==> config.mk <==
export PLATFORM = sky130hd
export DESIGN_NAME = hashed_timer_wheel_flat
export DESIGN_NICKNAME = d
export VERILOG_FILES = /design/src/design/htw_pkg.sv /design/src/design/htw_in_if.sv /design/src/design/htw_out_if.sv /design/src/design/htw_ctrl.sv /design/src/design/htw_dp.sv /design/src/design/hashed_timer_wheel.sv /design/src/flat_wrapper.sv
export SDC_FILE = /design/constraint.sdc
export NUM_CORES = 2
export LEC_CHECK = 0
export BUFFER_PORTS_ARGS = -buffer_cell sky130_fd_sc_hd__clkbuf_2
export CELL_PAD_IN_SITES_DETAIL_PLACEMENT = 0
export CELL_PAD_IN_SITES_GLOBAL_PLACEMENT = 1
export CORE_ASPECT_RATIO = 0.7
export CORE_UTILIZATION = 50
export DETAILED_ROUTE_END_ITERATION = 16
export PLACE_DENSITY_LB_ADDON = 0.1
export SETUP_SLACK_MARGIN = 0.2
export SLEW_MARGIN = 20
export SYNTH_ARGS = -nofsm -noshare
export SYNTH_HDL_FRONTEND = slang
export SYNTH_HIERARCHICAL = 1
export SYNTH_SLANG_ARGS = --single-unit
==> constraint.sdc <==
create_clock -name clk_i -period 6.5 [get_ports clk_i]
set_input_delay 0.325 -clock clk_i [delete_from_list [all_inputs] [get_ports clk_i]]
set_output_delay 0.325 -clock clk_i [all_outputs]
set_load 0.1 [all_outputs]
==> src/design/htw_pkg.sv <==
// ----------------------------------------------------------------------------
// Hashed timer wheel package
// Shared widths, codes, controller states and the command and status bundles
// that pass between the controller and the datapath.
// ----------------------------------------------------------------------------
package htw_pkg;

  localparam int unsigned NumBucketsDef       = 10;
  localparam int unsigned EntriesPerBucketDef = 8;

  localparam int unsigned TaskW  = 8;
  localparam int unsigned DelayW = 16;

  localparam logic FUNC_ADD  = 1'b0;
  localparam logic FUNC_TICK = 1'b1;

  typedef enum logic [1:0] {
    KIND_ADD_OK   = 2'd0,
    KIND_ADD_FULL = 2'd1,
    KIND_FIRED    = 2'd2,
    KIND_NONE     = 2'd3
  } kind_e;

  typedef enum logic [3:0] {
    ST_IDLE,
    ST_DECODE,
    ST_CORR,
    ST_BKT,
    ST_ADD,
    ST_TICK_START,
    ST_TICK_RD,
    ST_TICK_EV,
    ST_TICK_END
  } ctrl_state_e;

  typedef struct packed {
    logic load_in;
    logic corr_en;
    logic bkt_en;
    logic add_commit;
    logic tick_start;
    logic tick_read;
    logic tick_eval;
    logic tick_end;
  } cmd_t;

  typedef struct packed {
    logic is_tick;
    logic out_free;
    logic scan_more;
    logic eval_stall;
  } status_t;

endpackage

==> src/design/htw_in_if.sv <==
// ----------------------------------------------------------------------------
// Hashed timer wheel input channel
// Valid/ready channel that carries one schedule or tick request.
// ----------------------------------------------------------------------------
interface htw_in_if;
  import htw_pkg::*;

  logic                valid;
  logic                ready;
  logic                func;
  logic [TaskW-1:0]    task_id;
  logic [DelayW-1:0]   delay;

  modport source (output valid, func, task_id, delay, input ready);
  modport sink   (input valid, func, task_id, delay, output ready);
endinterface

==> src/design/htw_out_if.sv <==
// ----------------------------------------------------------------------------
// Hashed timer wheel output channel
// Valid/ready channel that carries one result of the wheel.
// ----------------------------------------------------------------------------
interface htw_out_if;
  import htw_pkg::*;

  logic             valid;
  logic             ready;
  kind_e            kind;
  logic [TaskW-1:0] fired_task;
  logic             last;

  modport source (output valid, kind, fired_task, last, input ready);
  modport sink   (input valid, kind, fired_task, last, output ready);
endinterface

==> src/design/htw_ctrl.sv <==
// ----------------------------------------------------------------------------
// Hashed timer wheel controller
// Sequences the add path and the bucket scan of a tick through the datapath.
// ----------------------------------------------------------------------------
module htw_ctrl (
  input  logic             clk_i,
  input  logic             rst_ni,
  input  logic             in_valid_i,
  output logic             in_ready_o,
  input  htw_pkg::status_t status_i,
  output htw_pkg::cmd_t    cmd_o
);
  import htw_pkg::*;

  ctrl_state_e state_q, state_d;

  always_ff @(posedge clk_i or negedge rst_ni) begin
    if (!rst_ni) begin
      state_q <= ST_IDLE;
    end else begin
      state_q <= state_d;
    end
  end

  always_comb begin
    state_d    = state_q;
    cmd_o      = '0;
    in_ready_o = 1'b0;
    case (state_q)
      ST_IDLE: begin
        in_ready_o = 1'b1;
        if (in_valid_i) begin
          cmd_o.load_in = 1'b1;
          state_d       = ST_DECODE;
        end
      end
      ST_DECODE: begin
        state_d = status_i.is_tick ? ST_TICK_START : ST_CORR;
      end
      ST_CORR: begin
        cmd_o.corr_en = 1'b1;
        state_d       = ST_BKT;
      end
      ST_BKT: begin
        cmd_o.bkt_en = 1'b1;
        state_d      = ST_ADD;
      end
      ST_ADD: begin
        if (status_i.out_free) begin
          cmd_o.add_commit = 1'b1;
          state_d          = ST_IDLE;
        end
      end
      ST_TICK_START: begin
        cmd_o.tick_start = 1'b1;
        state_d          = ST_TICK_RD;
      end
      ST_TICK_RD: begin
        if (status_i.scan_more) begin
          cmd_o.tick_read = 1'b1;
          state_d         = ST_TICK_EV;
        end else begin
          state_d = ST_TICK_END;
        end
      end
      ST_TICK_EV: begin
        // A second firing entry must wait until the held one can move out.
        if (!status_i.eval_stall) begin
          cmd_o.tick_eval = 1'b1;
          state_d         = ST_TICK_RD;
        end
      end
      ST_TICK_END: begin
        if (status_i.out_free) begin
          cmd_o.tick_end = 1'b1;
          state_d        = ST_IDLE;
        end
      end
      default: begin
        state_d = ST_IDLE;
      end
    endcase
  end

endmodule

==> src/design/htw_dp.sv <==
// ----------------------------------------------------------------------------
// Hashed timer wheel datapath
// Bucket arithmetic, fill counters, entry memory, scan indexes and the
// output register.
// ----------------------------------------------------------------------------
module htw_dp #(
  parameter int unsigned BUCKET_COUNT       = htw_pkg::NumBucketsDef,
  parameter int unsigned ENTRIES_PER_BUCKET = htw_pkg::EntriesPerBucketDef
) (
  input  logic                        clk_i,
  input  logic                        rst_ni,
  input  logic                        func_i,
  input  logic [htw_pkg::TaskW-1:0]   task_id_i,
  input  logic [htw_pkg::DelayW-1:0]  delay_i,
  input  htw_pkg::cmd_t               cmd_i,
  output htw_pkg::status_t            status_o,
  htw_out_if.source                   out_o
);
  import htw_pkg::*;

  localparam int unsigned BW     = $clog2(BUCKET_COUNT);
  localparam int unsigned IW     = (ENTRIES_PER_BUCKET > 1) ? $clog2(ENTRIES_PER_BUCKET) : 1;
  localparam int unsigned FW     = $clog2(ENTRIES_PER_BUCKET + 1);
  localparam int unsigned AW     = BW + IW;
  localparam int unsigned Depth  = BUCKET_COUNT << IW;
  localparam int unsigned RW     = $clog2((2 ** DelayW - 1) / BUCKET_COUNT + 1);
  localparam int unsigned EW     = TaskW + RW;
  localparam int unsigned RecipW = DelayW + 1;
  localparam logic [RecipW-1:0] Recip  = RecipW'((2 ** DelayW) / BUCKET_COUNT);
  localparam logic [FW-1:0]     FillMax = FW'(ENTRIES_PER_BUCKET);
  localparam logic [BW-1:0]     BktLast = BW'(BUCKET_COUNT - 1);

  // Captured request.
  logic              func_q;
  logic [TaskW-1:0]  task_q;
  logic [DelayW-1:0] delay_q;

  // Quotient and remainder by the bucket count.
  logic [DelayW+RecipW-1:0] recip_prod;
  logic [DelayW-1:0]        q_est_q;
  logic [DelayW:0]          nb_prod;
  logic [DelayW:0]          rem_raw;
  logic                     rem_ge;
  logic [DelayW:0]          rem_fix;
  logic [DelayW-1:0]        quot;
  logic [BW-1:0]            rem_q;
  logic [RW-1:0]            rounds_q;
  logic [BW:0]              bkt_sum;
  logic [BW-1:0]            bucket_q;

  // Wheel state.
  logic [BW-1:0] cur_q;
  logic [FW-1:0] fill_q [BUCKET_COUNT];
  logic [FW-1:0] fill_add;
  logic [FW-1:0] fill_cur;
  logic          add_full;
  logic          fill_we;
  logic [BW-1:0] fill_widx;
  logic [FW-1:0] fill_wdata;

  // Entry memory.
  logic [EW-1:0] entry_mem [Depth];
  logic          mem_we;
  logic [AW-1:0] mem_waddr;
  logic [EW-1:0] mem_wdata;
  logic [AW-1:0] mem_raddr;
  logic [EW-1:0] rd_data_q;
  logic [RW-1:0] rd_rounds;
  logic [TaskW-1:0] rd_task;
  logic          rd_fire;

  // Scan state.
  logic [FW-1:0]    rd_idx_q;
  logic [FW-1:0]    wr_idx_q;
  logic             pend_valid_q;
  logic [TaskW-1:0] pend_task_q;

  // Output register.
  logic             out_valid_q;
  kind_e            out_kind_q;
  logic [TaskW-1:0] out_task_q;
  logic             out_last_q;
  logic             out_free;
  logic             push;
  kind_e            push_kind;
  logic [TaskW-1:0] push_task;
  logic             push_last;

  always_ff @(posedge clk_i) begin
    if (cmd_i.load_in) begin
      func_q  <= func_i;
      task_q  <= task_id_i;
      delay_q <= delay_i;
    end
  end

  // The reciprocal estimate is at most one below the true quotient.
  assign recip_prod = {{RecipW{1'b0}}, delay_q} * {{DelayW{1'b0}}, Recip};

  always_ff @(posedge clk_i) begin
    q_est_q <= recip_prod[2*DelayW-1:DelayW];
  end

  assign nb_prod = (DelayW + 1)'(q_est_q) * (DelayW + 1)'(BUCKET_COUNT);
  assign rem_raw = {1'b0, delay_q} - nb_prod;
  assign rem_ge  = (rem_raw >= (DelayW + 1)'(BUCKET_COUNT));
  assign rem_fix = rem_ge ? (rem_raw - (DelayW + 1)'(BUCKET_COUNT)) : rem_raw;
  assign quot    = q_est_q + DelayW'(rem_ge);
  assign bkt_sum = {1'b0, cur_q} + {1'b0, rem_q};

  always_ff @(posedge clk_i) begin
    if (cmd_i.corr_en) begin
      rem_q    <= rem_fix[BW-1:0];
      rounds_q <= quot[RW-1:0];
    end
    if (cmd_i.bkt_en) begin
      bucket_q <= (bkt_sum >= (BW + 1)'(BUCKET_COUNT))
                  ? BW'(bkt_sum - (BW + 1)'(BUCKET_COUNT)) : bkt_sum[BW-1:0];
    end
  end

  assign fill_add  = fill_q[bucket_q];
  assign fill_cur  = fill_q[cur_q];
  assign add_full  = (fill_add >= FillMax);
  assign mem_raddr = {cur_q, rd_idx_q[IW-1:0]};
  assign rd_rounds = rd_data_q[RW-1:0];
  assign rd_task   = rd_data_q[EW-1:RW];
  assign rd_fire   = (rd_rounds == '0);
  assign out_free  = !out_valid_q || out_o.ready;

  always_comb begin
    push       = 1'b0;
    push_kind  = KIND_NONE;
    push_task  = '0;
    push_last  = 1'b0;
    mem_we     = 1'b0;
    mem_waddr  = '0;
    mem_wdata  = '0;
    fill_we    = 1'b0;
    fill_widx  = '0;
    fill_wdata = '0;
    if (cmd_i.add_commit) begin
      push      = 1'b1;
      push_kind = add_full ? KIND_ADD_FULL : KIND_ADD_OK;
      push_task = task_q;
      push_last = 1'b1;
      if (!add_full) begin
        mem_we     = 1'b1;
        mem_waddr  = {bucket_q, fill_add[IW-1:0]};
        mem_wdata  = {task_q, rounds_q};
        fill_we    = 1'b1;
        fill_widx  = bucket_q;
        fill_wdata = fill_add + 1'b1;
      end
    end
    if (cmd_i.tick_eval) begin
      if (rd_fire) begin
        // The held firing is not the final one, since another follows.
        push      = pend_valid_q;
        push_kind = KIND_FIRED;
        push_task = pend_task_q;
      end else begin
        mem_we    = 1'b1;
        mem_waddr = {cur_q, wr_idx_q[IW-1:0]};
        mem_wdata = {rd_task, rd_rounds - 1'b1};
      end
    end
    if (cmd_i.tick_end) begin
      push       = 1'b1;
      push_kind  = pend_valid_q ? KIND_FIRED : KIND_NONE;
      push_task  = pend_valid_q ? pend_task_q : '0;
      push_last  = 1'b1;
      fill_we    = 1'b1;
      fill_widx  = cur_q;
      fill_wdata = wr_idx_q;
    end
  end

  always_ff @(posedge clk_i or negedge rst_ni) begin
    if (!rst_ni) begin
      for (int i = 0; i < BUCKET_COUNT; i++) begin
        fill_q[i] <= '0;
      end
    end else if (fill_we) begin
      fill_q[fill_widx] <= fill_wdata;
    end
  end

  always_ff @(posedge clk_i) begin
    if (mem_we) begin
      entry_mem[mem_waddr] <= mem_wdata;
    end
  end

  always_ff @(posedge clk_i) begin
    if (cmd_i.tick_read) begin
      rd_data_q <= entry_mem[mem_raddr];
    end
  end

  always_ff @(posedge clk_i or negedge rst_ni) begin
    if (!rst_ni) begin
      cur_q        <= '0;
      rd_idx_q     <= '0;
      wr_idx_q     <= '0;
      pend_valid_q <= 1'b0;
    end else begin
      if (cmd_i.tick_start) begin
        rd_idx_q     <= '0;
        wr_idx_q     <= '0;
        pend_valid_q <= 1'b0;
      end
      if (cmd_i.tick_read) begin
        rd_idx_q <= rd_idx_q + 1'b1;
      end
      if (cmd_i.tick_eval) begin
        if (rd_fire) begin
          pend_valid_q <= 1'b1;
        end else begin
          wr_idx_q <= wr_idx_q + 1'b1;
        end
      end
      if (cmd_i.tick_end) begin
        cur_q <= (cur_q == BktLast) ? '0 : cur_q + 1'b1;
      end
    end
  end

  always_ff @(posedge clk_i) begin
    if (cmd_i.tick_eval && rd_fire) begin
      pend_task_q <= rd_task;
    end
  end

  always_ff @(posedge clk_i or negedge rst_ni) begin
    if (!rst_ni) begin
      out_valid_q <= 1'b0;
    end else if (push) begin
      out_valid_q <= 1'b1;
    end else if (out_o.ready) begin
      out_valid_q <= 1'b0;
    end
  end

  always_ff @(posedge clk_i) begin
    if (push) begin
      out_kind_q <= push_kind;
      out_task_q <= push_task;
      out_last_q <= push_last;
    end
  end

  assign out_o.valid      = out_valid_q;
  assign out_o.kind       = out_kind_q;
  assign out_o.fired_task = out_task_q;
  assign out_o.last       = out_last_q;

  assign status_o.is_tick    = (func_q == FUNC_TICK);
  assign status_o.out_free   = out_free;
  assign status_o.scan_more  = (rd_idx_q < fill_cur);
  assign status_o.eval_stall = rd_fire && pend_valid_q && !out_free;

  a_push_free: assert property (@(posedge clk_i) disable iff (!rst_ni)
    push |-> out_free)
    else $error("result loaded while the output register is occupied");

  a_rem_range: assert property (@(posedge clk_i) disable iff (!rst_ni)
    cmd_i.corr_en |=> (rem_q < BW'(BUCKET_COUNT - 1)) || (rem_q == BktLast))
    else $error("remainder by the bucket count out of range");

  a_fill_bound: assert property (@(posedge clk_i) disable iff (!rst_ni)
    fill_we |-> (fill_wdata <= FillMax))
    else $error("bucket fill count above capacity");

  a_compact_order: assert property (@(posedge clk_i) disable iff (!rst_ni)
    wr_idx_q <= rd_idx_q)
    else $error("scan write-back index ahead of read index");

  a_wheel_step: assert property (@(posedge clk_i) disable iff (!rst_ni)
    cmd_i.tick_end |=>
      (cur_q == (($past(cur_q) == BktLast) ? '0 : $past(cur_q) + 1'b1)))
    else $error("wheel pointer did not advance by one bucket");

endmodule

==> src/design/hashed_timer_wheel.sv <==
// Add requests: one result, registered after the decode, correction, bucket and add states;
// the next request is taken only once the add has committed. Ticks: the F entries of the
// current bucket (at most 8 for a default bucket) are each read from memory and evaluated,
// the final result follows the scan, and only then is the next request taken. Output stalls delay both.
// Reset (asynchronous, active low) clears the wheel pointer, all fill counts and control;
// the entry memory is not cleared, and the wheel accepts requests right after reset.
// ----------------------------------------------------------------------------
// Hashed timer wheel
// Timer wheel that files tasks into buckets by delay and fires them on ticks.
// ----------------------------------------------------------------------------
module hashed_timer_wheel #(
  parameter int unsigned BUCKET_COUNT       = htw_pkg::NumBucketsDef,
  parameter int unsigned ENTRIES_PER_BUCKET = htw_pkg::EntriesPerBucketDef
) (
  input  logic      clk_i,
  input  logic      rst_ni,
  htw_in_if.sink    in_i,
  htw_out_if.source out_o
);
  import htw_pkg::*;

  cmd_t    cmd;
  status_t status;

  htw_ctrl u_ctrl (
    .clk_i      (clk_i),
    .rst_ni     (rst_ni),
    .in_valid_i (in_i.valid),
    .in_ready_o (in_i.ready),
    .status_i   (status),
    .cmd_o      (cmd)
  );

  htw_dp #(
    .BUCKET_COUNT       (BUCKET_COUNT),
    .ENTRIES_PER_BUCKET (ENTRIES_PER_BUCKET)
  ) u_dp (
    .clk_i     (clk_i),
    .rst_ni    (rst_ni),
    .func_i    (in_i.func),
    .task_id_i (in_i.task_id),
    .delay_i   (in_i.delay),
    .cmd_i     (cmd),
    .status_o  (status),
    .out_o     (out_o)
  );

endmodule
==> src/flat_wrapper.sv <==
// flat-port wrapper written by rule: the top's interface ports become plain ports
module hashed_timer_wheel_flat import htw_pkg::*;
#(
  parameter int unsigned BUCKET_COUNT       = htw_pkg::NumBucketsDef,
  parameter int unsigned ENTRIES_PER_BUCKET = htw_pkg::EntriesPerBucketDef
)
  (clk_i, rst_ni, in_i_valid, in_i_func, in_i_task_id, in_i_delay, in_i_ready, out_o_valid, out_o_kind, out_o_fired_task, out_o_last, out_o_ready);
  htw_in_if in_i_i ();
  htw_out_if out_o_i ();
  input  logic clk_i;
  input  logic rst_ni;
  input wire logic [$bits(in_i_i.valid)-1:0] in_i_valid;
  input wire logic [$bits(in_i_i.func)-1:0] in_i_func;
  input wire logic [$bits(in_i_i.task_id)-1:0] in_i_task_id;
  input wire logic [$bits(in_i_i.delay)-1:0] in_i_delay;
  output wire logic [$bits(in_i_i.ready)-1:0] in_i_ready;
  output wire logic [$bits(out_o_i.valid)-1:0] out_o_valid;
  output wire logic [$bits(out_o_i.kind)-1:0] out_o_kind;
  output wire logic [$bits(out_o_i.fired_task)-1:0] out_o_fired_task;
  output wire logic [$bits(out_o_i.last)-1:0] out_o_last;
  input wire logic [$bits(out_o_i.ready)-1:0] out_o_ready;
  assign in_i_i.valid = in_i_valid;
  assign in_i_i.func = in_i_func;
  assign in_i_i.task_id = in_i_task_id;
  assign in_i_i.delay = in_i_delay;
  assign in_i_ready = in_i_i.ready;
  assign out_o_valid = out_o_i.valid;
  assign out_o_kind = out_o_i.kind;
  assign out_o_fired_task = out_o_i.fired_task;
  assign out_o_last = out_o_i.last;
  assign out_o_i.ready = out_o_ready;
  hashed_timer_wheel #(.BUCKET_COUNT(BUCKET_COUNT), .ENTRIES_PER_BUCKET(ENTRIES_PER_BUCKET)) u_core (.clk_i(clk_i), .rst_ni(rst_ni), .in_i(in_i_i), .out_o(out_o_i));
endmodule
=== Word-level counts from Yosys, hierarchy flattened ===
Memories as Yosys holds them, arrays and structs flattened. A register that Yosys moved wholly into a read port is not among the register bits.
Index checks and enable logic that the tools add are counted.

* $add $sub $neg: 10
* Multipliers: 2
* Order comparisons: 8
* Eq/ne operators: 12
* Multiplexer cells: 77
* Bitwise operators: 3
* Reductions and logical operators: 13

{| class="wikitable"
|+ Operator list
! kind !! number
|-
| 4-bit two-way mux || 23
|-
| 21-bit two-way mux || 4
|-
| 40-bit bitwise mux || 1
|-
| 8-bit two-way mux || 5
|-
| 4-bit binary-select mux with 4-bit select || 2
|-
| 4-bit case mux with 8 select lines || 1
|-
| 1-bit two-way mux || 31
|-
| 16-bit by 13-bit multiplier with 29-bit output, second input constant || 1
|-
| 7-bit two-way mux || 4
|-
| 17-bit by 4-bit >= comparator with 1-bit output, second input constant || 1
|-
| 16-bit by 17-bit subtractor with 17-bit output || 1
|-
| 4-bit by 1-bit adder with 4-bit output, second input constant || 4
|-
| 4-bit demux with 4-bit select || 1
|-
| 4-bit by 3-bit == test with 1-bit output, second input constant || 4
|-
| 13-bit by 3-bit multiplier with 16-bit output, second input constant || 1
|-
| 5-bit >= comparator, second input constant || 3
|-
| 4-bit NOT with 5-bit output || 3
|-
| 13-bit by 1-bit adder with 13-bit output || 1
|-
| 13-bit zero test || 1
|-
| 13-bit by 1-bit subtractor with 13-bit output, second input constant || 1
|-
| 4-bit by 2-bit == test with 1-bit output, second input constant || 2
|-
| 4-bit == test, second input constant || 2
|-
| 2-bit two-way mux || 4
|-
| 4-bit subtractor, second input constant || 2
|-
| other kinds (16) || 22
|}

* Register bits after elaboration: 136
* RAM bits: 1680
* Memories: 1

{| class="wikitable"
|+ Memories
! name !! depth !! width !! read ports !! clocked after Yosys merged registers in !! write ports !! line !! RTL
|-
| u_core.u_dp.entry_mem || 80 || 21 || 1 || 1 || 1 || htw_dp.sv:62 || <nowiki>logic [EW-1:0] entry_mem [Depth];</nowiki>
|}

=== Longest topological paths before layout ===
* Word-level depth: 14
* Gate-level depth with buffers: 26
* Depth with buffers taken out: 25

=== By module ===
Netlist, hierarchy kept.

{| class="wikitable"
|+ By module, submodules not included
! module !! instances !! cells an instance !! area each (um2)
|-
| htw_dp || 1 || 3708 || 75952.8
|-
| htw_ctrl || 1 || 43 || 371.6
|}

=== Worst setup path before layout ===
No wires, ideal clock.

* Path kind: flip-flop to flip-flop
* Start: register u_core.u_dp.rd_data_q[0] (read register of u_core.u_dp.entry_mem)
* End: memory u_core/u_dp/entry_mem[0][15] (netlist bit) (data pin)
* Library setup time: 0.825 ns
* Arrival time: 5.665 ns
* Slack: 0.009 ns
* Stages on the path, launching flop included: 13
* Cell sequence: edfxtp_1 inv_1 ha_1 or4b_4 nor4_4 nand2_1 nor3_1 nor3_1 nand2_1 buf_2 buf_2 nand2_1 o21ai_0

{| class="wikitable"
|+ RTL lines
! item !! line !! RTL
|-
| from (decl) || htw_dp.sv:67 || <nowiki>logic [EW-1:0] rd_data_q;</nowiki>
|-
| to (decl) || htw_dp.sv:62 ||
|}

=== Final worst setup path ===
* Start: register u_core.u_dp.q_est_q[1]
* End: register u_core.u_dp.rounds_q[12] (data pin)

* Word-level cells in the longest chain between the ends: 4

{| class="wikitable"
|+ Ends and longest elaborated chain
! item !! line !! RTL
|-
| from (decl) || htw_dp.sv:40 || <nowiki>logic [DelayW-1:0] q_est_q;</nowiki>
|-
| from (signal assigned) || htw_dp.sv:101 || <nowiki>q_est_q <= recip_prod[2*DelayW-1:DelayW];</nowiki>
|-
| 13-bit by 3-bit multiplier with 16-bit output || htw_dp.sv:104 || <nowiki>assign nb_prod = (DelayW + 1)'(q_est_q) * (DelayW + 1)'(BUCKET_COUNT);</nowiki>
|-
| 16-bit by 17-bit subtractor with 17-bit output || htw_dp.sv:105 || <nowiki>assign rem_raw = {1'b0, delay_q} - nb_prod;</nowiki>
|-
| 17-bit by 4-bit >= comparator with 1-bit output || htw_dp.sv:106 || <nowiki>assign rem_ge = (rem_raw >= (DelayW + 1)'(BUCKET_COUNT));</nowiki>
|-
| 13-bit by 1-bit adder with 13-bit output (*) || htw_dp.sv:108 || <nowiki>assign quot = q_est_q + DelayW'(rem_ge);</nowiki>
|-
| named net u_core.u_dp.quot[12] || htw_dp.sv:45 || <nowiki>logic [DelayW-1:0] quot;</nowiki>
|-
| to (signal assigned) || htw_dp.sv:114 || <nowiki>rounds_q <= quot[RW-1:0];</nowiki>
|-
| to (decl) || htw_dp.sv:47 || <nowiki>logic [RW-1:0] rounds_q;</nowiki>
|}

The timed path passes the listed nets; every way through them passes the cells marked *.
A chain may end at the register's enable or synchronous reset.

==> summary.txt <==
Outcome
  – Outcome: completed

Placement
  – Routability congestion estimate: ~0.85
  – Placed Instances: between 5000 and 6000
  – PortBufs: 41
  – Dpl hpwl: 113.1 mm

Finish
  – Antenna Diode Count: 0
  – Non-filler cells, final: 6105
  – Nets@finish: 4212
  – Commonest non-fill, non-tap cells in the layout: edfxtp_1 (1766), mux4_2 (499), clkbuf_16 (172)
  – Final core occ: 56.93%
  – Share of cells above drive strength 1: a little over a quarter
  – Most common cell after layout, fill and taps aside: edfxtp_1
  – Area grow syn2layout: 12.62%

Power and ir drop
  – P per Cell Area: 405.5 nW/um^2
  – Max VDD drop: between 0.0006 and 0.0007 V
  – Pwr Total: 34850 uW
  – Pleak: roughly 0.028 uW

Critical path
  – Worst-case reg-to-reg path depth: 25
  – CP max FO: 8
  – Worst R2R Setup Slack: 0.58 ns
  – Worst Path Arrival: around 6.5 ns
  – CP Launch Type: register
  – FF-to-FF Start: u_core/u_dp/q_est_q[1]
  – Critical path class: reg -> reg
  – Reg-to-reg endpoint: u_core/u_dp/rounds_q[12]
  – CP Capture Type: register
  – WP data required: 7.04 ns

Job
  – Max cap viols: 0

Clock network
  – Cts bufs inserted: 171
  – Count of clock tree sinks: 1837
  – Post-CTS Setup Inserts: 0
  – Root Buffer: clkbuf_16
  – Clock transition at path regs: 0.06 ns
  – Clock network latency to the later pin of the worst-skew pair: 0.82 ns
  – CTS H-tree depth: 4
  – Maximum clock path buffer count: 3
  – CTS tree: yes

Global routing
  – First-pass GRT wire length: 270.4 mm
  – Maximum number of pins on one net before global-route repair: 112
  – Total Routing Usage GR: 24.79%
  – Vias in the first global route: 38160
  – Initial antenna violation count: 3
  – Total grt overflow: 0

Min path
  – Hold crit path type: in -> async

Timing
  – Fin crit share: 91.01%
  – Final Skew: 0.02421 ns
  – Final Hold Fails: 0
  – Peak Freq: 169.0 MHz
  – Final setup fails: 0
  – Unrepaired setup endpoints after global routing: false
  – Slew of the pin with the lowest slew margin: 1.227 ns
  – Slew headroom: 17.35%
  – Max-slew violations: 0
  – Setup TNS: 0 ns
  – Min Tclk post-route: just under 6 ns

Logic synthesis
  – Top FF cell, synth: edfxtp_1
  – Cell taking the most area after synthesis: edfxtp_1
  – Async set-or-reset flop fraction in the synthesized netlist: 3.157%
  – Syn Area/Cell: 20.35 um^2
  – Syn nets: roughly 4000
  – Post-synth EDFFs: approximately 1800
  – Sequential cell area fraction in the yosys report: a little under three quarters
  – Synthesis Warnings: 6
  – Cell Area, Synth: 76320 um^2
  – #FFs+latches synth: 1837
  – Post-synth cell types: 80
  – Synth Instances: around 3800
  – Share of the synthesized area in the top cell type: 69.48%
  – Area contributors post-synth: edfxtp_1 (69%), mux4_2 (15%), ha_1 (2.5%), dfrtp_1 (1.9%), fa_1 (1.6%)

Routing
  – Drt via density: 6.172
  – First-pass DRT Iterations: 5
  – Avg WL per Cell: around 31 um
  – Total wire length: 186.9 mm
  – # DRC: 0
  – Vias post-DR: 37680
  – Starting DRT DRC Count: 3918
  – Final ANT Viol Nets: 0

Die
  – Total Die Area: between 150000 and 200000 um^2
  – Initial core utilization: around half
  – # rows: around 120
  – IO Pins: 42
  – Die W: approximately 470 um
  – Core ar.: 151000 um^2
  – Height of the die: 328.9 um
==> power by group <==
part	leakage (uW)	internal, uW	total (uW)	switching (uW)
clock	0.00266	5560	9900	4340
combinational	0.00791	4130	10600	6490
sequential	0.0172	13900	14300	383
==> worst max path at each step <==
stage,start,slack (ns),cells past startpoint,to
global placement,u_core/u_dp/q_est_q[1],0.65,25,u_core/u_dp/rounds_q[12]
floorplan,u_core/u_dp/out_o.valid,0.11,10,u_core/u_dp/entry_mem[0][13]
finish,u_core/u_dp/q_est_q[1],0.58,25,u_core/u_dp/rounds_q[12]
detailed placement,u_core/u_dp/q_est_q[1],0.67,25,u_core/u_dp/rounds_q[12]
CTS,u_core/u_dp/q_est_q[1],0.60,25,u_core/u_dp/rounds_q[12]
global route,u_core/u_dp/q_est_q[1],0.21,25,u_core/u_dp/rounds_q[12]
==> cell usage after synthesis (5+ instances only) <==
cell type and number:
dfrtp_1 58, buf_4 5, inv_1 97, nand4_1 5, nand3_1 14, a21oi_1 63
or4_1 5, o21ai_0 94, nor2b_1 12, o221ai_1 42, o22a_1 6, clkbuf_1 93
nor4_1 7, fa_1 60, nor3b_1 11, nor3_1 18, xnor2_1 36, buf_2 37
nand2b_1 16, mux2_2 63, nand2_1 149, and3_1 17, xor2_1 21, o211ai_1 5
buf_1 37, o21a_1 10, nor2_2 12, ha_1 154, mux4_2 499, o31a_1 8
a21o_1 16, dfxtp_1 13, edfxtp_1 1766, or3_1 6, o22ai_1 16, mux2i_1 84
nor2_1 114, and2_1 6
==> layout make-up <==
cell class	count	area (um^2)
flip-flops and latches	1837	54760
well taps	1996	2497
clock buffers	220	4512
fillers	11030	65020
multi-input cells	1639	20930
inverters	99	371.6
repair buffers	221	1919
clock inverters	93	963.4
==> flip-flops by register name, summed over array words and instances, names as in the netlist, 8 cells and up <==
signal and flops:
u_core/u_dp/delay_q 16, u_core/u_dp/entry_mem 1680, u_core/u_dp/fill_q 40, u_core/u_dp/out_o.fired_task 8, u_core/u_dp/pend_task_q 8, u_core/u_dp/q_est_q 13, u_core/u_dp/rd_data_q 21, u_core/u_dp/rounds_q 13
u_core/u_dp/task_q 8
==> routing by layer <==
layer	wire [um]	part of all wire [%]	track usage, %	vias up
li1	-	-	-	15880
met2	84130	45	36.52	1434
met4	3893	2.1	6.273	0
met1	84060	45	38.16	20160
met3	14830	7.9	4.884	216
met5	0	0	0	-
==> kinds of logic after synthesis <==
| group | after synthesis | synth area share [%] |
|---|---|---|
| compound gates | 302 | 2.626 |
| xor+xnor | 57 | 0.6541 |
| fa+ha+maj | 214 | 4.098 |
| buf+inv | 275 | 1.477 |
| flops | 1837 | 71.72 |
| mux | 646 | 16.76 |
| simple gates | 420 | 2.666 |
==> critical path, stage by stage, from the launching register on <==
cell and delay (ns):
dfxtp_1 0.48, ha_1 0.29, ha_1 0.19, inv_1 0.09, fa_1 0.23, nor2b_1 0.07, o31a_1 0.25, o21ai_0 0.23
nand2_1 0.12, a21o_1 0.19, a21oi_1 0.17, xor2_1 0.26, ha_1 0.34, nor3b_1 0.08, nor4_1 0.32, o211ai_1 0.14
a2111oi_0 0.41, and4_1 0.25, nand4_1 0.16, nor3_4 0.34, inv_1 0.12, ha_1 0.24, and4_1 0.26, and3_1 0.23
nand3_1 0.11, xnor2_1 0.07
==> through the flow <==
stage               instance area [um^2]  setup slack [ns]  hold WS (ns)
floorplan                          76320            0.1135       0.02941
global placement                   80060            0.6496        0.4433
detailed placement                 80110            0.6737        0.4449
CTS                                85870            0.5957        0.1587
global route                       85950            0.2056        0.1979
finish                             85950            0.5842        0.2358
==> repair_timing <==
item,in CTS,in global routing
resized for setup,0,1
hold buffers,28,0
hold endpoints to repair,86,0
endpoints found under the setup margin,0,3
No activity file was read; power rests on OpenSTA's default activity.
